<file path="src/lsd_pkg.sv">
// ----------------------------------------------------------------------------
// lsd_pkg
// Shared constants, types and the window snapshot for the shore distance pass.
// ----------------------------------------------------------------------------
package lsd_pkg;

    // Distance cap; the look-ahead window holds one more position than this.
    localparam int MAX_LEVEL = 5;
    localparam int WIN       = MAX_LEVEL + 1;

    // Fixed field widths
    localparam int HEIGHT_W = 16;
    localparam int PRIOR_W  = 3;
    localparam int SHORE_W  = 3;

    // Derived widths
    localparam int FILL_W = $clog2(WIN + 1);   // 0..WIN
    localparam int IDX_W  = $clog2(WIN);       // 0..WIN-1
    localparam int DIST_W = $clog2(WIN + 1);   // distances 0..WIN
    localparam int CMP_W  = (DIST_W > PRIOR_W) ? DIST_W : PRIOR_W;

    // APB
    localparam int APB_DATA_W = 32;
    localparam int APB_ADDR_W = 3;
    localparam logic REG_IDX_THRESHOLD = 1'b0;

    typedef enum logic [1:0] {
        ST_STREAM = 2'b01,
        ST_FLUSH  = 2'b10
    } state_t;

    // Snapshot of the pending positions handed to the emit logic
    typedef struct packed {
        logic [WIN-1:0]              land;
        logic [WIN-1:0][PRIOR_W-1:0] prior;
        logic [FILL_W-1:0]           fill;
        logic [DIST_W-1:0]           back;
    } window_t;

    typedef struct packed {
        logic [SHORE_W-1:0] shore;
        logic [DIST_W-1:0]  level;
    } emit_t;

endpackage

</file>
<file path="src/lsd_in_if.sv">
// ----------------------------------------------------------------------------
// lsd_in_if
// Sample channel: one height sample with its prior distance per transfer.
// ----------------------------------------------------------------------------
interface lsd_in_if;
    logic                          valid;
    logic                          ready;
    logic [lsd_pkg::HEIGHT_W-1:0]  height_sample;
    logic [lsd_pkg::PRIOR_W-1:0]   prior_distance;
    logic                          last_in_line;

    modport source (output valid, output height_sample, output prior_distance,
                    output last_in_line, input ready);
    modport sink   (input valid, input height_sample, input prior_distance,
                    input last_in_line, output ready);
endinterface

</file>
<file path="src/lsd_out_if.sv">
// ----------------------------------------------------------------------------
// lsd_out_if
// Result channel: one updated distance per transfer, in line order.
// ----------------------------------------------------------------------------
interface lsd_out_if;
    logic                         valid;
    logic                         ready;
    logic [lsd_pkg::SHORE_W-1:0]  shore_distance;
    logic                         line_done;

    modport source (output valid, output shore_distance, output line_done,
                    input ready);
    modport sink   (input valid, input shore_distance, input line_done,
                    output ready);
endinterface

</file>
<file path="src/lsd_emit.sv">
// ----------------------------------------------------------------------------
// lsd_emit
// Distance of the oldest pending position: min of prior, back and forward.
// ----------------------------------------------------------------------------
module lsd_emit (
    input  lsd_pkg::window_t win,
    output lsd_pkg::emit_t   res
);

    logic [lsd_pkg::FILL_W-1:0] fwd;
    logic [lsd_pkg::DIST_W-1:0] level;
    logic [lsd_pkg::CMP_W-1:0]  nearest;

    // Forward distance: nearest later land inside the window, else the
    // number of pending positions (one past line end, or the window depth).
    always_comb
    begin
        fwd = win.fill;
        for (int j = lsd_pkg::WIN - 1; j >= 1; j--)
        begin
            if (win.land[j] && (lsd_pkg::FILL_W'(j) < win.fill))
            begin
                fwd = lsd_pkg::FILL_W'(j);
            end
        end
    end

    always_comb
    begin
        if (win.land[0])
        begin
            level = '0;
        end
        else if (win.back >= lsd_pkg::DIST_W'(lsd_pkg::MAX_LEVEL))
        begin
            level = lsd_pkg::DIST_W'(lsd_pkg::MAX_LEVEL);
        end
        else
        begin
            level = win.back + 1'b1;
        end
    end

    always_comb
    begin
        nearest = lsd_pkg::CMP_W'(win.prior[0]);
        if (lsd_pkg::CMP_W'(level) < nearest)
        begin
            nearest = lsd_pkg::CMP_W'(level);
        end
        if (lsd_pkg::CMP_W'(fwd) < nearest)
        begin
            nearest = lsd_pkg::CMP_W'(fwd);
        end
    end

    assign res.shore = lsd_pkg::SHORE_W'(nearest);
    assign res.level = level;

endmodule

</file>
<file path="src/line_shore_distance_pass.sv">
// ----------------------------------------------------------------------------
// line_shore_distance_pass
// One capped 1-D distance transform pass over one line of a height map.
// ----------------------------------------------------------------------------
// Takes one height sample per cycle unless held off; returns one updated shore
// distance per position, in line order. A sample is land when height_sample
// is at or above water_threshold (APB register at byte address 0). Results lag
// the samples by MAX_LEVEL positions: the first result of a line is emitted
// once the sample that fills the six-entry look-ahead window is taken, then
// one result per cycle follows with one sample per cycle in while neither side
// stalls. On the last_in_line sample the window drains one result per ready
// cycle, the last tagged line_done, and the sample channel is held off until
// the drain is done. The output register decouples the two sides: samples
// keep flowing while a result waits, until the window is full.
// ----------------------------------------------------------------------------
module line_shore_distance_pass (
    input  logic                               clk,
    input  logic                               rst_n,
    // APB configuration port
    input  logic                               psel,
    input  logic                               penable,
    input  logic                               pwrite,
    input  logic [lsd_pkg::APB_ADDR_W-1:0]     paddr,
    input  logic [lsd_pkg::APB_DATA_W-1:0]     pwdata,
    output logic [lsd_pkg::APB_DATA_W-1:0]     prdata,
    output logic                               pready,
    // streams
    lsd_in_if.sink                             in_ch,
    lsd_out_if.source                          out_ch
);

    // ------------------------------------------------------------------
    // Configuration
    // ------------------------------------------------------------------
    logic [lsd_pkg::HEIGHT_W-1:0] thresh_reg;
    logic                         thr_sel;

    assign pready  = 1'b1;
    assign thr_sel = (paddr[2] == lsd_pkg::REG_IDX_THRESHOLD);

    always_ff @(posedge clk or negedge rst_n)
    begin
        if (!rst_n)
        begin
            thresh_reg <= '0;
        end
        else if (psel && penable && pwrite && thr_sel)
        begin
            thresh_reg <= pwdata[lsd_pkg::HEIGHT_W-1:0];
        end
    end

    assign prdata = thr_sel ? lsd_pkg::APB_DATA_W'(thresh_reg) : '0;

    // ------------------------------------------------------------------
    // Window of pending positions, oldest at index 0
    // ------------------------------------------------------------------
    logic [lsd_pkg::WIN-1:0]                   land_reg,  land_next;
    logic [lsd_pkg::WIN-1:0][lsd_pkg::PRIOR_W-1:0] prior_reg, prior_next;
    logic [lsd_pkg::FILL_W-1:0]                fill_reg,  fill_next;
    logic [lsd_pkg::DIST_W-1:0]                back_reg,  back_next;
    lsd_pkg::state_t                           state_reg, state_next;

    // output register
    logic                        out_valid_reg, out_valid_next;
    logic [lsd_pkg::SHORE_W-1:0] shore_reg,     shore_next;
    logic                        done_reg,      done_next;

    lsd_pkg::window_t win;
    lsd_pkg::emit_t   res;

    logic out_free;
    logic emit;
    logic last_emit;
    logic in_ready;
    logic accept;
    logic [lsd_pkg::FILL_W-1:0] fill_shift;
    logic [lsd_pkg::IDX_W-1:0]  ins_idx;

    assign win.land  = land_reg;
    assign win.prior = prior_reg;
    assign win.fill  = fill_reg;
    assign win.back  = back_reg;

    lsd_emit u_emit (
        .win (win),
        .res (res)
    );

    // If out_free, emit the oldest when the window is full or draining.
    assign out_free  = !out_valid_reg || out_ch.ready;
    assign emit      = out_free && ((fill_reg == lsd_pkg::FILL_W'(lsd_pkg::WIN))
                                    || (state_reg == lsd_pkg::ST_FLUSH));
    assign last_emit = emit && (state_reg == lsd_pkg::ST_FLUSH)
                       && (fill_reg == lsd_pkg::FILL_W'(1));

    // In ST_STREAM a sample fits if a slot is free or one empties this cycle.
    assign in_ready = (state_reg == lsd_pkg::ST_STREAM)
                      && ((fill_reg < lsd_pkg::FILL_W'(lsd_pkg::WIN)) || emit);
    assign accept   = in_ch.valid && in_ready;
    assign in_ch.ready = in_ready;

    assign fill_shift = emit ? (fill_reg - 1'b1) : fill_reg;
    assign ins_idx    = fill_shift[lsd_pkg::IDX_W-1:0];

    always_comb
    begin
        land_next  = land_reg;
        prior_next = prior_reg;
        fill_next  = fill_shift;
        back_next  = back_reg;
        state_next = state_reg;

        if (emit)
        begin
            land_next  = land_reg >> 1;
            prior_next = prior_reg >> lsd_pkg::PRIOR_W;
            back_next  = last_emit ? lsd_pkg::DIST_W'(lsd_pkg::MAX_LEVEL) : res.level;
            if (last_emit)
            begin
                state_next = lsd_pkg::ST_STREAM;
            end
        end

        if (accept)
        begin
            for (int k = 0; k < lsd_pkg::WIN; k++)
            begin
                if (lsd_pkg::IDX_W'(k) == ins_idx)
                begin
                    land_next[k]  = (in_ch.height_sample >= thresh_reg);
                    prior_next[k] = in_ch.prior_distance;
                end
            end
            fill_next = fill_shift + 1'b1;
            if (in_ch.last_in_line)
            begin
                state_next = lsd_pkg::ST_FLUSH;
            end
        end
    end

    always_comb
    begin
        out_valid_next = out_valid_reg;
        shore_next     = shore_reg;
        done_next      = done_reg;
        if (emit)
        begin
            out_valid_next = 1'b1;
            shore_next     = res.shore;
            done_next      = last_emit;
        end
        else if (out_ch.ready)
        begin
            out_valid_next = 1'b0;
        end
    end

    always_ff @(posedge clk or negedge rst_n)
    begin
        if (!rst_n)
        begin
            fill_reg      <= '0;
            back_reg      <= lsd_pkg::DIST_W'(lsd_pkg::MAX_LEVEL);
            state_reg     <= lsd_pkg::ST_STREAM;
            out_valid_reg <= 1'b0;
        end
        else
        begin
            fill_reg      <= fill_next;
            back_reg      <= back_next;
            state_reg     <= state_next;
            out_valid_reg <= out_valid_next;
        end
    end

    // payload, no reset needed: entries beyond fill are never looked at
    always_ff @(posedge clk)
    begin
        land_reg  <= land_next;
        prior_reg <= prior_next;
        shore_reg <= shore_next;
        done_reg  <= done_next;
    end

    assign out_ch.valid          = out_valid_reg;
    assign out_ch.shore_distance = shore_reg;
    assign out_ch.line_done      = done_reg;

    // ------------------------------------------------------------------
    // Assertions
    // ------------------------------------------------------------------
    a_fill_bound: assert property (@(posedge clk) disable iff (!rst_n)
        fill_reg <= lsd_pkg::FILL_W'(lsd_pkg::WIN))
        else $error("window fill above depth");

    a_flush_nonempty: assert property (@(posedge clk) disable iff (!rst_n)
        (state_reg == lsd_pkg::ST_FLUSH) |-> (fill_reg != '0) && !in_ch.ready)
        else $error("drain with empty window or sample taken during drain");

    a_line_end: assert property (@(posedge clk) disable iff (!rst_n)
        last_emit |=> (fill_reg == '0) && (state_reg == lsd_pkg::ST_STREAM)
                      && (back_reg == lsd_pkg::DIST_W'(lsd_pkg::MAX_LEVEL)))
        else $error("window not reset after line end");

    a_dist_cap: assert property (@(posedge clk) disable iff (!rst_n)
        out_ch.valid |-> (out_ch.shore_distance <= lsd_pkg::SHORE_W'(lsd_pkg::MAX_LEVEL)))
        else $error("shore distance above cap");

endmodule

</file>
<file path="src/flat_wrapper.sv">
// flat-port wrapper written by rule: the top's interface ports become plain ports
module line_shore_distance_pass_flat 
  (clk, rst_n, psel, penable, pwrite, paddr, pwdata, prdata, pready, in_ch_valid, in_ch_height_sample, in_ch_prior_distance, in_ch_last_in_line, in_ch_ready, out_ch_valid, out_ch_shore_distance, out_ch_line_done, out_ch_ready);
  lsd_in_if in_ch_i ();
  lsd_out_if out_ch_i ();
  input  logic clk;
  input  logic rst_n;
  input  logic psel;
  input  logic penable;
  input  logic pwrite;
  input  logic [lsd_pkg::APB_ADDR_W-1:0] paddr;
  input  logic [lsd_pkg::APB_DATA_W-1:0] pwdata;
  output logic [lsd_pkg::APB_DATA_W-1:0] prdata;
  output logic pready;
  input wire logic [$bits(in_ch_i.valid)-1:0] in_ch_valid;
  input wire logic [$bits(in_ch_i.height_sample)-1:0] in_ch_height_sample;
  input wire logic [$bits(in_ch_i.prior_distance)-1:0] in_ch_prior_distance;
  input wire logic [$bits(in_ch_i.last_in_line)-1:0] in_ch_last_in_line;
  output wire logic [$bits(in_ch_i.ready)-1:0] in_ch_ready;
  output wire logic [$bits(out_ch_i.valid)-1:0] out_ch_valid;
  output wire logic [$bits(out_ch_i.shore_distance)-1:0] out_ch_shore_distance;
  output wire logic [$bits(out_ch_i.line_done)-1:0] out_ch_line_done;
  input wire logic [$bits(out_ch_i.ready)-1:0] out_ch_ready;
  assign in_ch_i.valid = in_ch_valid;
  assign in_ch_i.height_sample = in_ch_height_sample;
  assign in_ch_i.prior_distance = in_ch_prior_distance;
  assign in_ch_i.last_in_line = in_ch_last_in_line;
  assign in_ch_ready = in_ch_i.ready;
  assign out_ch_valid = out_ch_i.valid;
  assign out_ch_shore_distance = out_ch_i.shore_distance;
  assign out_ch_line_done = out_ch_i.line_done;
  assign out_ch_i.ready = out_ch_ready;
  line_shore_distance_pass u_core (.clk(clk), .rst_n(rst_n), .psel(psel), .penable(penable), .pwrite(pwrite), .paddr(paddr), .pwdata(pwdata), .prdata(prdata), .pready(pready), .in_ch(in_ch_i), .out_ch(out_ch_i));
endmodule
</file>
<file path="config.mk">
export PLATFORM = sky130hd
export DESIGN_NAME = line_shore_distance_pass_flat
export DESIGN_NICKNAME = d
export VERILOG_FILES = /design/src/lsd_pkg.sv /design/src/lsd_in_if.sv /design/src/lsd_out_if.sv /design/src/lsd_emit.sv /design/src/line_shore_distance_pass.sv /design/src/flat_wrapper.sv
export SDC_FILE = /design/constraint.sdc
export NUM_CORES = 1
export LEC_CHECK = 0
export ABC_CLOCK_PERIOD_IN_PS = 4400
export BUFFER_PORTS_ARGS = -buffer_cell sky130_fd_sc_hd__buf_4
export CAP_MARGIN = 20
export CORE_AREA = 2 2 152 80
export CTS_BUF_LIST = sky130_fd_sc_hd__clkbuf_8
export DETAILED_ROUTE_END_ITERATION = 10
export DIE_AREA = 0 0 154 82
export GPL_ROUTABILITY_DRIVEN = 0
export PLACE_DENSITY = 0.52
export SLEW_MARGIN = 20
export SYNTH_ARGS = -nofsm -noshare
export SYNTH_HDL_FRONTEND = slang
export SYNTH_SLANG_ARGS = --single-unit
export TNS_END_PERCENT = 10
</file>
<file path="constraint.sdc">
create_clock -name clk -period 4.4 [get_ports clk]
set_clock_uncertainty 0.05 [all_clocks]
set_input_delay 0.22 -clock clk [delete_from_list [all_inputs] [get_ports clk]]
set_output_delay 0.22 -clock clk [all_outputs]
set_load 0.03 [all_outputs]
</file>
# After elaboration in Yosys (flattened, before gate mapping)
# Cells that the tools add are included.
word_totals:
  regBits: 53
  word_cells: 91
  output_inout_bits: 39
  in_bits: 62
classes:
  addsub: 3
  mux: 35
  n_bitwise: 1
  n_reduce_logical: 19
  magnitude_cmp: 10
  n_eq_ne: 9
ops:
  columns: ["op", "n"]
  rows:
  - ["$mux W3", 18]
  - ["$mux W18", 2]
  - ["$ge A16 B16 Y1", 1]
  - ["$mux W16", 1]
  - ["$logic_and A1 B1 Y1", 13]
  - ["$mux W6", 2]
  - ["$mux W1", 8]
  - ["$mux W2", 4]
  - ["$add A3 B1 Y3 const B", 2]
  - ["$eq A2 B3 Y1 const A", 2]
  - ["$eq A3 B3 Y1 const A", 2]
  - ["$lt A2 B3 Y1 const A", 2]
  - ["$lt A3 B3 Y1", 2]
  - ["$lt A3 B3 Y1 const A", 2]
  - ["$eq A1 B3 Y1 const A", 1]
  - ["$eq A3 B1 Y1 const B", 1]
  - ["$eq A3 B3 Y1 const B", 1]
  - ["$ge A3 B3 Y1 const B", 1]
  - ["$logic_not A3 Y1", 1]
  - ["$logic_or A1 B1 Y1", 3]
  - ["$lt A1 B3 Y1 const A", 1]
  - ["$lt A3 B3 Y1 const B", 1]
  - ["$sub A3 B1 Y3 const B", 1]
  - ["$eq A2 B1 Y1 const B", 1]
  - ["4 further kinds", 4]

# Longest topological paths before layout
# Gate-level depths: netlist of the first run.
logic_depth:
  depth_word: 9
  mapped_depth: 15

# By module
# Synthesis of the first run repeated with hierarchy kept, for this count alone.
unflattened:
  hier_cells: 328
  hier_area_um2: 3264.4
modules_own_cells:
  columns: ["module", "cells_per_inst", "seq_area_each_um2", "instances", "area_per_inst_um2"]
  rows:
  - ["line_shore_distance_pass", 281, 1229.9, 1, 2929.1]
  - ["lsd_emit", 47, 0.0, 1, 335.3]

# Worst setup path before layout of the first run
# No wires, ideal clock.
synth_path:
  path_kind: "reg-to-reg"
  startpoint: "register u_core.back_reg[1] (netlist bit)"
  endpoint: "register u_core.shore_reg, in the netlist u_core.out_ch.shore_distance[1], data pin"
  synth_period_minus_slack_ps: 3099
  required_time_ps: 4081
  setup_slack_ps: 1301
  path_stages_with_launch: 14
  n_path_buf: 0
  arrival_time_ps: 2779
  cell_sequence: "dfrtp_1 > inv_1 > ha_1 > or3_1 > a211oi_1 > ha_1 > o21a_1 > o22ai_1 > mux2i_1 > ha_1 > o21ai_0 > nand2b_1 > o41ai_1 > mux2i_1"
synth_lines:
  columns: ["element", "line_no", "text"]
  rows:
  - ["start: declaration", "line_shore_distance_pass.sv:61", "logic [lsd_pkg::DIST_W-1:0] back_reg, back_next;"]
  - ["start signal: assignment", "line_shore_distance_pass.sv:165", "back_reg <= lsd_pkg::DIST_W'(lsd_pkg::MAX_LEVEL);"]
  - ["start signal: assignment", "line_shore_distance_pass.sv:172", "back_reg <= back_next;"]
  - ["end signal: assignment", "line_shore_distance_pass.sv:183", "shore_reg <= shore_next;"]
  - ["end: declaration", "line_shore_distance_pass.sv:66", "logic [lsd_pkg::SHORE_W-1:0] shore_reg, shore_next;"]

==> flow_metrics.env, run 1 <==
export IMPL_largest_register_ffs=18
export IMPL_start_util_pct=28.93
export IMPL_worstSetupPathType="reg2reg"
export IMPL_grt_pass1_wl_um=12620
export IMPL_placed_cells=535
export IMPL_drive_above_1_share_pct=28.10
export IMPL_fp_dieW_um=154
export IMPL_wl_per_cell_um=14.32
export IMPL_stdcell_count=545
export IMPL_via_per_inst=4.571
export IMPL_worst_pin_slew_ps=860.9
export IMPL_synth_cell_types=46
export IMPL_fmax_mhz=293.4
export IMPL_power_frac_seq_pct=32.3
export IMPL_drc=0
export IMPL_cp_end_kind="register"
export IMPL_setup_viol=0
export IMPL_crit_path_max_incr_delay_ps=410
export IMPL_preCtsSetupSlack_ps=1038
export IMPL_maxCapViolations=0
export IMPL_synth_seq_cells=53
export IMPL_std_cell_rows=28
export IMPL_max_slew_margin_pct=41.80
export IMPL_clockBufferDepth=2
export IMPL_vias=2491
export IMPL_detailed_place_hpwl_um=6205
export IMPL_critPathTopFamily="compound AO/OA/AOI/OAI gates"
export IMPL_grt_max_degree=39
export IMPL_port_buffer_count=65
export IMPL_cp_required_ps=4410
export IMPL_cp_depth=13
export IMPL_cellLeakagePower_uw=0.001884
export IMPL_switchingPower_uw=1141
export IMPL_hold_depth=3
export IMPL_avgSynthCellArea_um2=9.983
export IMPL_cts_sinks=53
export IMPL_cts_buffers=5
export IMPL_clkLatencyLatePin_ps=320
export IMPL_drt_iter0_drc=148
export IMPL_ios=101
export IMPL_pwr_share_comb_pct=56.5
export IMPL_postRouteAntennaNets=0
export IMPL_crit_fanout=3
export IMPL_area_growth_pct=20.47
export IMPL_p_clk_share_pct=11.1
export IMPL_ctsResizeCount=0
export IMPL_root_buffer="clkbuf_8"
export IMPL_crit_chain="inv_1 -> ha_1 -> or3_1 -> a211oi_1 -> ha_1 -> o21a_1 -> o22ai_1 -> mux2i_1 -> ha_1 -> o21ai_0 -> nand2b_1 -> o41ai_1 -> mux2i_1"
export IMPL_rsz0062_at_grt="false"
export IMPL_final_common_cell="buf_4"
export IMPL_status="finished, final reports clean"
export IMPL_final_cell_mix="67 x buf_4, 31 x inv_1, 30 x ha_1"
export IMPL_synth_edff_count=4
export IMPL_n_antenna_cell=0
export IMPL_min_period_ps=3409
export IMPL_power_density_mw_per_mm2=646.4
export IMPL_synth_warnings=0
export IMPL_worstPathBufferInverterCount=1
export IMPL_cts_tree="yes"
export IMPL_antenna_found_initial=0
export IMPL_synth_ff_type="dfxtp_1"
export IMPL_ys_async_sr_fraction_pct=47.17
export IMPL_p_total_uw=2565
export IMPL_fin_ws_ps=991.4
export IMPL_switching_share_pct=44.46
export IMPL_hp_class="in2reg"
export IMPL_post_cts_buffers=0
export IMPL_final_setup_tns_ps=0
export IMPL_post_route_period_util_pct=77.47
export IMPL_die_h_um=82
export IMPL_slew_violations=0
export IMPL_htreeDepth=2
export IMPL_seq_area_frac_synth_pct=37.33
export IMPL_die_area_mm2=0.01263
export IMPL_syn_area_mm2=0.003294
export IMPL_firstDrtPassIters=7
export IMPL_clk_pin_slew_ps=110
export IMPL_overflow=0
export IMPL_reg2reg_depth=13
export IMPL_coreArea_mm2=0.01139
export IMPL_ir_drop_uv=216.3
export IMPL_netlist_instances=330
export IMPL_finalNetCount=486
export IMPL_cpMostUsedCell="ha_1"
export IMPL_p_int_uw=1425
export IMPL_hold_violations=0
export IMPL_cp_slowest_cell="a211oi_1"
export IMPL_cts_hold_buffers=1
export IMPL_start_kind="register"
export IMPL_wl_um=7804
export IMPL_grt_pass1_vias=2383
export IMPL_grt_usage_pct=12.89
export IMPL_arrival_ps=3420
Yosys cell counts (all sizes together), types with 2 or more instances:
cell type / count / area, um2
ha: 30 / 375.4
inv: 30 / 112.6
mux2: 27 / 326.6
nor2: 26 / 97.59
buf: 24 / 172.7
dfxtp: 24 / 480.5
mux2i: 23 / 230.2
dfrtp: 22 / 550.5
o21ai: 22 / 110.1
a21oi: 13 / 76.33
nand4: 11 / 68.82
nand2: 10 / 37.54
nor2b: 9 / 56.30
o21a: 6 / 45.04
edfxtp: 4 / 120.1
nand2b: 4 / 25.02
nand3b: 4 / 58.81
o22ai: 4 / 25.02
a211oi: 3 / 27.52
and3: 3 / 18.77
clkbuf: 3 / 11.26
dfstp: 3 / 78.83
a211o: 2 / 17.52
conb: 2 / 7.510
nor3: 2 / 10.01
o2111ai: 2 / 17.52
o2bb2ai: 2 / 17.52
or3: 2 / 12.51
xnor2: 2 / 17.52
stage by stage:
stage | util [%] | hold WS (ps) | cell area (um2)
after detailed placement | 33.88 | 99.34 | 3857
after global placement | 33.88 | 102.3 | 3857
after CTS | 34.73 | 59.65 | 3954
final | 34.86 | 70.04 | 3969
after floorplan | - | -125.6 | 3351
after global routing | 34.86 | 65.03 | 3969
kinds of logic (layout without fill, tap and decap cells):
group / after synthesis / in the layout / share of synthesized area, %
compound gates: 61 / 61 / 11.96
xor+xnor: 2 / 2 / 0.5318
fa+ha+maj: 30 / 30 / 11.39
buf+inv: 57 / 107 / 9.001
flops: 53 / 53 / 37.33
mux: 50 / 50 / 16.90
other cells: 2 / 17 / 0.2280
simple gates: 75 / 75 / 12.65
layout make-up:
| class | count | area (um2) |
|---|---|---|
| clock buffers | 5 | 68.82 |
| clock inverters | 3 | 17.52 |
| fillers | 1181 | 7417 |
| inverters | 30 | 112.6 |
| multi-input cells | 235 | 1824 |
| flip-flops and latches | 53 | 1230 |
| well taps | 150 | 187.7 |
| repair buffers | 69 | 528.0 |
worst paths after layout:
| kind | from | endpoint | slack [ps] |
|---|---|---|---|
| min in group asynchronous | rst_n | u_core.thresh_reg[6]$_DFFE_PN0P_ | 280 |
| worst max-delay path | u_core.back_reg[1]$_DFFE_PN0P_ | u_core.out_ch.shore_distance[1]$_DFFE_PP_ | 990 |
| worst max register to register | u_core.back_reg[1]$_DFFE_PN0P_ | u_core.out_ch.shore_distance[1]$_DFFE_PP_ | 990 |
| worst min-delay path | in_ch_last_in_line | u_core.state_reg[0]$_DFF_PN1_ | 70 |
| max in group asynchronous | rst_n | u_core.back_reg[2]$_DFFE_PN1P_ | 3710 |
| worst min register to register | u_core.thresh_reg[11]$_DFFE_PN0P_ | u_core.thresh_reg[11]$_DFFE_PN0P_ | 460 |
routing by layer:
metal | track usage, % | part of all wire (%) | routed length [um]
met5 | 0 | 0 | 0
met4 | 2.804 | 0.91 | 71
met3 | 2.586 | 4.3 | 335
met2 | 18.16 | 39 | 3063
met1 | 19.85 | 56 | 4335
power groups by stage:
stage               sequential, uW  combinational (uW)  clock [uW]
detailed placement             837                1440           0
floorplan                      840                1070           0
global route                   855                1630         317
finish                         829                1450         286
CTS                            828                1450         298
global placement               832                1390           0
tightest hold or removal path, cell delays in order:
cell     delay [ps]
buf_4            80
nand2_1          50
o21a_1          100
(Power assumes the default switching activity.)
==> run 2, diff against run 1 <==
--- a/config.mk
+++ b/config.mk
@@ -5,7 +5,7 @@
 export SDC_FILE = /design/constraint.sdc
 export NUM_CORES = 1
 export LEC_CHECK = 0
-export ABC_CLOCK_PERIOD_IN_PS = 4400
+export ABC_CLOCK_PERIOD_IN_PS = 3350
 export BUFFER_PORTS_ARGS = -buffer_cell sky130_fd_sc_hd__buf_4
 export CAP_MARGIN = 20
 export CORE_AREA = 2 2 152 80
==> constraint.sdc (replaced) <==
create_clock -name clk -period 3.35 [get_ports clk]
set_clock_uncertainty 0.05 [all_clocks]
set_input_delay 0.1675 -clock clk [delete_from_list [all_inputs] [get_ports clk]]
set_output_delay 0.1675 -clock clk [all_outputs]
set_load 0.03 [all_outputs]
==> flow_metrics.env, run 2 (synthesized netlist as in run 1, its figures left out) <==
export IMPL_ff2ff_setup_slack_ps=170
export IMPL_grt_usage_pct=12.63
export IMPL_clockBufferDepth=2
export IMPL_critPathTopFamily="adder cells"
export IMPL_overflow=0
export IMPL_crit_path_max_incr_delay_ps=590
export IMPL_n_antenna_cell=0
export IMPL_hp_class="in2reg"
export IMPL_postRouteAntennaNets=0
export IMPL_cpMostUsedCell="ha_1"
export IMPL_drc=0
export IMPL_arrival_ps=3190
export IMPL_wl_um=7709
export IMPL_detailed_place_hpwl_um=6168
export IMPL_status="finished, final reports clean"
export IMPL_cts_tree="yes"
export IMPL_switching_share_pct=44.05
export IMPL_multi_input_area_mm2=0.001848
export IMPL_worstPathBufferInverterCount=0
export IMPL_final_common_cell="buf_4"
export IMPL_grt_pass1_vias=2412
export IMPL_regToRegStartpoint="u_core.back_reg[0]$_DFFE_PN1P_"
export IMPL_power_frac_seq_pct=30.8
export IMPL_cellLeakagePower_uw=0.001902
export IMPL_drt_iter0_drc=157
export IMPL_finalNetCount=490
export IMPL_port_buffer_count=65
export IMPL_pwr_share_comb_pct=58.0
export IMPL_worst_pin_slew_ps=960.0
export IMPL_die_area_mm2=0.01263
export IMPL_fmax_mhz=314.5
export IMPL_clk_pin_slew_ps=110
export IMPL_htreeDepth=2
export IMPL_rr_endpoint="u_core.out_ch.shore_distance[1]$_DFFE_PP_"
export IMPL_crit_fanout=5
export IMPL_grt_max_degree=38
export IMPL_worstSetupPathType="reg2reg"
export IMPL_final_cell_mix="72 x buf_4, 30 x inv_1, 30 x ha_1"
export IMPL_rsz0062_at_grt="false"
export IMPL_power_density_mw_per_mm2=880.2
export IMPL_use_met1_pct=19.22
export IMPL_hold_depth=2
export IMPL_switchingPower_uw=1560
export IMPL_clkLatencyLatePin_ps=320
export IMPL_cts_sinks=53
export IMPL_min_period_ps=3179
export IMPL_fp_dieW_um=154
export IMPL_grt_busiest_layer="met1"
export IMPL_p_clk_share_pct=11.2
export IMPL_final_setup_tns_ps=0
export IMPL_ir_drop_uv=335.8
export IMPL_p_int_uw=1981
export IMPL_cp_required_ps=3360
export IMPL_grt_pass1_wl_um=12430
export IMPL_gr_usage_met2_pct=18.03
export IMPL_firstDrtPassIters=4
export IMPL_worstHoldStart="pwdata[5]"
export IMPL_reg2reg_depth=14
export IMPL_preCtsSetupSlack_ps=-13.52
export IMPL_root_buffer="clkbuf_8"
export IMPL_std_cell_rows=28
export IMPL_antenna_found_initial=0
export IMPL_ios=101
export IMPL_start_kind="register"
export IMPL_post_route_period_util_pct=94.91
export IMPL_coreArea_mm2=0.01139
export IMPL_wl_per_cell_um=14.04
export IMPL_regArea_mm2=0.001230
export IMPL_maxCapViolations=0
export IMPL_min_to="u_core.thresh_reg[5]$_DFFE_PN0P_"
export IMPL_max_slew_margin_pct=35.66
export IMPL_fin_ws_ps=170.6
export IMPL_fillers=1168
export IMPL_cp_slowest_cell="dfstp_2"
export IMPL_largest_register_ffs=18
export IMPL_vias=2508
export IMPL_finish_utilization_pct=35.33
export IMPL_start_util_pct=28.93
export IMPL_hold_violations=0
export IMPL_setup_viol=0
export IMPL_die_h_um=82
export IMPL_cp_end_kind="register"
export IMPL_area_growth_pct=22.10
export IMPL_via_per_inst=4.568
export IMPL_drive_above_1_share_pct=30.33
export IMPL_slew_violations=0
export IMPL_grtUsageMet3_pct=2.586
export IMPL_crit_chain="ha_1 -> or3_4 -> nor2_1 -> nor3_1 -> ha_1 -> a21oi_1 -> o21ai_1 -> o22ai_2 -> mux2i_2 -> ha_1 -> o21ai_2 -> nand2b_1 -> o41ai_1 -> mux2i_1"
export IMPL_cts_buffers=5
## run 2: how the worst max path moves through the flow
stage / from / end / cells past startpoint
after detailed placement: u_core.back_reg[1]$_DFFE_PN0P_ / u_core.out_ch.shore_distance[1]$_DFFE_PP_ / 13
after floorplan: u_core.back_reg[1]$_DFFE_PN0P_ / u_core.out_ch.shore_distance[1]$_DFFE_PP_ / 13
after CTS: u_core.back_reg[0]$_DFFE_PN1P_ / u_core.out_ch.shore_distance[1]$_DFFE_PP_ / 14
final: u_core.back_reg[0]$_DFFE_PN1P_ / u_core.out_ch.shore_distance[1]$_DFFE_PP_ / 14
after global routing: u_core.back_reg[1]$_DFFE_PN0P_ / u_core.out_ch.shore_distance[1]$_DFFE_PP_ / 15
after global placement: u_core.back_reg[1]$_DFFE_PN0P_ / u_core.out_ch.shore_distance[1]$_DFFE_PP_ / 13
## run 2: cell type report
type | instances | area share [%]
multi-input combinational | 235 | 45.94
sequential | 53 | 30.58
timing repair buffer | 73 | 13.69
tap | 150 | 4.666
inverter | 30 | 2.799
clock buffer | 5 | 1.711
clock inverter | 3 | 0.6221
## run 2: stage by stage
stage	power, uW	area [um2]	std cells	hold slack [ps]
after floorplan	2508	3351	345	-178.1
after global placement	2976	3880	538	47.25
after detailed placement	3027	3880	538	52.19
after CTS	3449	3989	547	2.399
after global routing	3847	4023	549	2.469
final	3541	4023	549	25.93
## run 2: routing by layer
metal / wire, um / up-vias
li1: - / 1266
met1: 4313 / 1195
met2: 3069 / 43
met3: 277 / 4
met4: 48 / 0
met5: 0 / -
## run 2: worst register-to-register path: stages, from the launching register on
cell,delay (ps)
dfstp_2,590
ha_1,170
or3_4,130
nor2_1,40
nor3_1,310
ha_1,320
a21oi_1,150
o21ai_1,110
o22ai_2,140
mux2i_2,260
ha_1,270
o21ai_2,110
nand2b_1,80
o41ai_1,90
mux2i_1,130
## run 2: power groups by stage
stage | Sequential [uW] | Clock [uW] | Combinational (uW)
3_3_place_gp | 1090 | 0 | 1880
4_1_cts | 1090 | 417 | 1940
2_1_floorplan | 1100 | 0 | 1410
3_5_place_dp | 1100 | 0 | 1930
6_report | 1090 | 398 | 2050
5_1_grt | 1130 | 440 | 2270
## run 2: what timing repair did
action | CTS | global route
resized for setup | 1 | 6
endpoints found under the hold margin | 25 | 0
pin swaps | 0 | 4
endpoints found under the setup margin | 1 | 2
buffers inserted | 0 | 2
hold buffers | 1 | 0
==> run 3, diff against run 2 <==
--- a/config.mk
+++ b/config.mk
@@ -5,17 +5,18 @@
 export SDC_FILE = /design/constraint.sdc
 export NUM_CORES = 1
 export LEC_CHECK = 0
-export ABC_CLOCK_PERIOD_IN_PS = 3350
+export ABC_CLOCK_PERIOD_IN_PS = 3950
 export BUFFER_PORTS_ARGS = -buffer_cell sky130_fd_sc_hd__buf_4
 export CAP_MARGIN = 20
-export CORE_AREA = 2 2 152 80
+export CORE_AREA = 2 2 151 79
 export CTS_BUF_LIST = sky130_fd_sc_hd__clkbuf_8
 export DETAILED_ROUTE_END_ITERATION = 10
-export DIE_AREA = 0 0 154 82
+export DIE_AREA = 0 0 153 81
 export GPL_ROUTABILITY_DRIVEN = 0
 export PLACE_DENSITY = 0.52
 export SLEW_MARGIN = 20
 export SYNTH_ARGS = -nofsm -noshare
 export SYNTH_HDL_FRONTEND = slang
+export SYNTH_HIERARCHICAL = 1
 export SYNTH_SLANG_ARGS = --single-unit
 export TNS_END_PERCENT = 10
==> constraint.sdc (replaced) <==
create_clock -name clk -period 3.95 [get_ports clk]
set_clock_uncertainty 0.05 [all_clocks]
set_input_delay 0.1975 -clock clk [delete_from_list [all_inputs] [get_ports clk]]
set_output_delay 0.1975 -clock clk [all_outputs]
set_load 0.03 [all_outputs]
==> flow_metrics.env, run 3 <==
export IMPL_ys_top_cells_by_area="dfrtp_1 17%, dfxtp_1 15%, ha_1 12%"
export IMPL_cts_buffers=5
export IMPL_cp_required_ps=3970
export IMPL_vias=2443
export IMPL_std_cell_rows=28
export IMPL_fillers=1140
export IMPL_cellLeakagePower_uw=0.002051
export IMPL_fmax_mhz=282.3
export IMPL_reg2reg_depth=15
export IMPL_root_buffer="clkbuf_8"
export IMPL_port_buffer_count=65
export IMPL_syn_area_mm2=0.003264
export IMPL_p_int_uw=923.8
export IMPL_min_period_ps=3542
export IMPL_detailed_place_hpwl_um=6087
export IMPL_ctsResizeCount=0
export IMPL_htreeDepth=2
export IMPL_cp_end_kind="register"
export IMPL_clk_pin_slew_ps=90
export IMPL_worstSetupPathType="reg2reg"
export IMPL_synth_edff_count=4
export IMPL_yosysTopAreaCell="dfrtp_1"
export IMPL_cts_hold_buffers=2
export IMPL_firstDrtPassIters=4
export IMPL_n_antenna_cell=0
export IMPL_via_per_inst=4.491
export IMPL_fp_dieW_um=153
export IMPL_cts_sinks=53
export IMPL_switching_share_pct=29.07
export IMPL_hp_class="in2reg"
export IMPL_grt_max_degree=26
export IMPL_synth_common_cells="37 x mux2i_1, 32 x inv_1, 31 x ha_1"
export IMPL_arrival_ps=3560
export IMPL_wl_um=7638
export IMPL_p_clk_share_pct=29.5
export IMPL_clkLatencyLatePin_ps=310
export IMPL_ys_async_sr_fraction_pct=47.17
export IMPL_synth_most_common_cell="mux2i_1"
export IMPL_avgSynthCellArea_um2=9.952
export IMPL_clockBufferDepth=2
export IMPL_final_setup_tns_ps=0
export IMPL_start_kind="register"
export IMPL_maxCapViolations=0
export IMPL_seq_area_frac_synth_pct=37.68
export IMPL_final_common_cell="buf_4"
export IMPL_postRouteAntennaNets=0
export IMPL_final_area_mm2=0.003983
export IMPL_start_util_pct=28.85
export IMPL_die_area_mm2=0.01239
export IMPL_ios=101
export IMPL_die_h_um=81
export IMPL_area_growth_pct=22.00
export IMPL_wl_per_cell_um=14.04
export IMPL_status="finished, final reports clean"
export IMPL_setup_viol=0
export IMPL_post_route_period_util_pct=89.68
export IMPL_synth_cell_types=55
export IMPL_ir_drop_uv=153.7
export IMPL_synth_top_area_share_pct=16.86
export IMPL_overflow=0
export IMPL_drt_iter0_drc=146
export IMPL_largest_register_ffs=18
export IMPL_finalNetCount=486
export IMPL_hold_depth=2
export IMPL_antenna_found_initial=0
export IMPL_power_frac_seq_pct=45.8
export IMPL_max_slew_margin_pct=31.44
export IMPL_grt_pass1_wl_um=12250
export IMPL_pwr_share_comb_pct=24.7
export IMPL_drc=0
export IMPL_synth_ff_type="dfxtp_1"
export IMPL_synth_warnings=6
export IMPL_final_cell_mix="67 x buf_4, 37 x mux2i_1, 33 x inv_1"
export IMPL_switchingPower_uw=378.6
export IMPL_slew_violations=0
export IMPL_hold_violations=0
export IMPL_coreArea_mm2=0.01132
export IMPL_post_cts_buffers=0
export IMPL_grt_usage_pct=12.70
export IMPL_cts_tree="yes"
export IMPL_power_density_mw_per_mm2=327.0
export IMPL_netlist_instances=328
export IMPL_rsz0062_at_grt="false"
export IMPL_worst_pin_slew_ps=1023
export IMPL_crit_fanout=5
export IMPL_synth_seq_cells=53
export IMPL_drive_above_1_share_pct=26.14
export IMPL_place_area_mm2=0.003846
export IMPL_grt_pass1_vias=2344
-- run 3: changes by cell type in the layout (fill, tap and decap cells not counted), moves of 6 or more --
cell,change
o21ai_0,-12
mux2i_1,+15
nand2_1,+15
nand3_1,+8
o21a_1,-6
nand4_1,-8
-- run 3: logic make-up after synthesis --
logic type / after synthesis / share of synthesized area (%)
AO/OA/AOI/OAI: 42 / 9.851
buffers and inverters: 58 / 8.739
other: 2 / 0.2301
AND/OR/NAND/NOR: 82 / 12.46
multiplexers: 57 / 18.36
XOR/XNOR: 3 / 0.8051
flip-flops: 53 / 37.68
adder cells (fa/ha/maj): 31 / 11.88
-- run 3: path summary, 6_finish.rpt --
path	slack (ps)	startpoint	endpoint
max in group asynchronous	3290	rst_n	u_core/state_reg[0]$_DFF_PN1_
worst min register to register	430	u_core/prior_reg[17]$_DFF_P_	u_core/prior_reg[17]$_DFF_P_
worst min-delay path	60	pwdata[11]	u_core/thresh_reg[11]$_DFFE_PN0P_
worst max register to register	410	u_core/back_reg[0]$_DFFE_PN1P_	u_core/out_ch.shore_distance[1]$_DFFE_PP_
worst max-delay path	410	u_core/back_reg[0]$_DFFE_PN1P_	u_core/out_ch.shore_distance[1]$_DFFE_PP_
min in group asynchronous	260	rst_n	u_core/thresh_reg[9]$_DFFE_PN0P_
-- run 3: power groups by stage --
stage | clock network (uW) | registers [uW] | logic [uW]
3_5_place_dp | 0 | 609 | 321
6_report | 384 | 596 | 322
4_1_cts | 399 | 597 | 325
2_1_floorplan | 0 | 603 | 225
3_3_place_gp | 0 | 607 | 317
5_1_grt | 425 | 602 | 357
-- run 3: per-stage QoR --
| step | util [%] | std cells | total power [uW] | setup slack (ps) | hold slack (ps) |
|---|---|---|---|---|---|
| 2_1_floorplan | - | 343 | 828.6 | 754.7 | -148.1 |
| 3_3_place_gp | 33.99 | 534 | 923.8 | 597.3 | 76.05 |
| 3_5_place_dp | 33.99 | 534 | 929.6 | 447.1 | 71.16 |
| 4_1_cts | 35.19 | 544 | 1321 | 415.4 | 45.52 |
| 5_1_grt | 35.19 | 544 | 1384 | 183.2 | 37.07 |
| 6_report | 35.19 | 544 | 1302 | 407.6 | 58.62 |
-- run 3: critical path, cell delays in order, from the launching register on --
cell     delay (ps)
dfstp_2         580
ha_1            200
nor2_4           50
nand3_1          70
o21ai_0          80
nor2_1          200
ha_1            310
a21o_1          200
a31o_1          200
mux2_4          200
inv_1            40
ha_1            170
a21oi_1         280
o31ai_1         160
o21ai_1         150
mux2_2          350
-- run 3: routing by layer --
metal  part of all wire (%)  track usage (%)
met5                      0                0
met1                     58            20.01
met4                   0.72            2.500
met3                    4.5            3.415
met2                     36            16.82
-- run 3: cell type report --
cell class | instances | area, um2 | area share, %
inverters | 32 | 120.1 | 3.016
well taps | 150 | 187.7 | 4.713
repair buffers | 69 | 523.0 | 13.13
flip-flops and latches | 53 | 1230 | 30.88
clock inverters | 2 | 33.78 | 0.8483
multi-input cells | 232 | 1805 | 45.33
clock buffers | 6 | 82.58 | 2.074
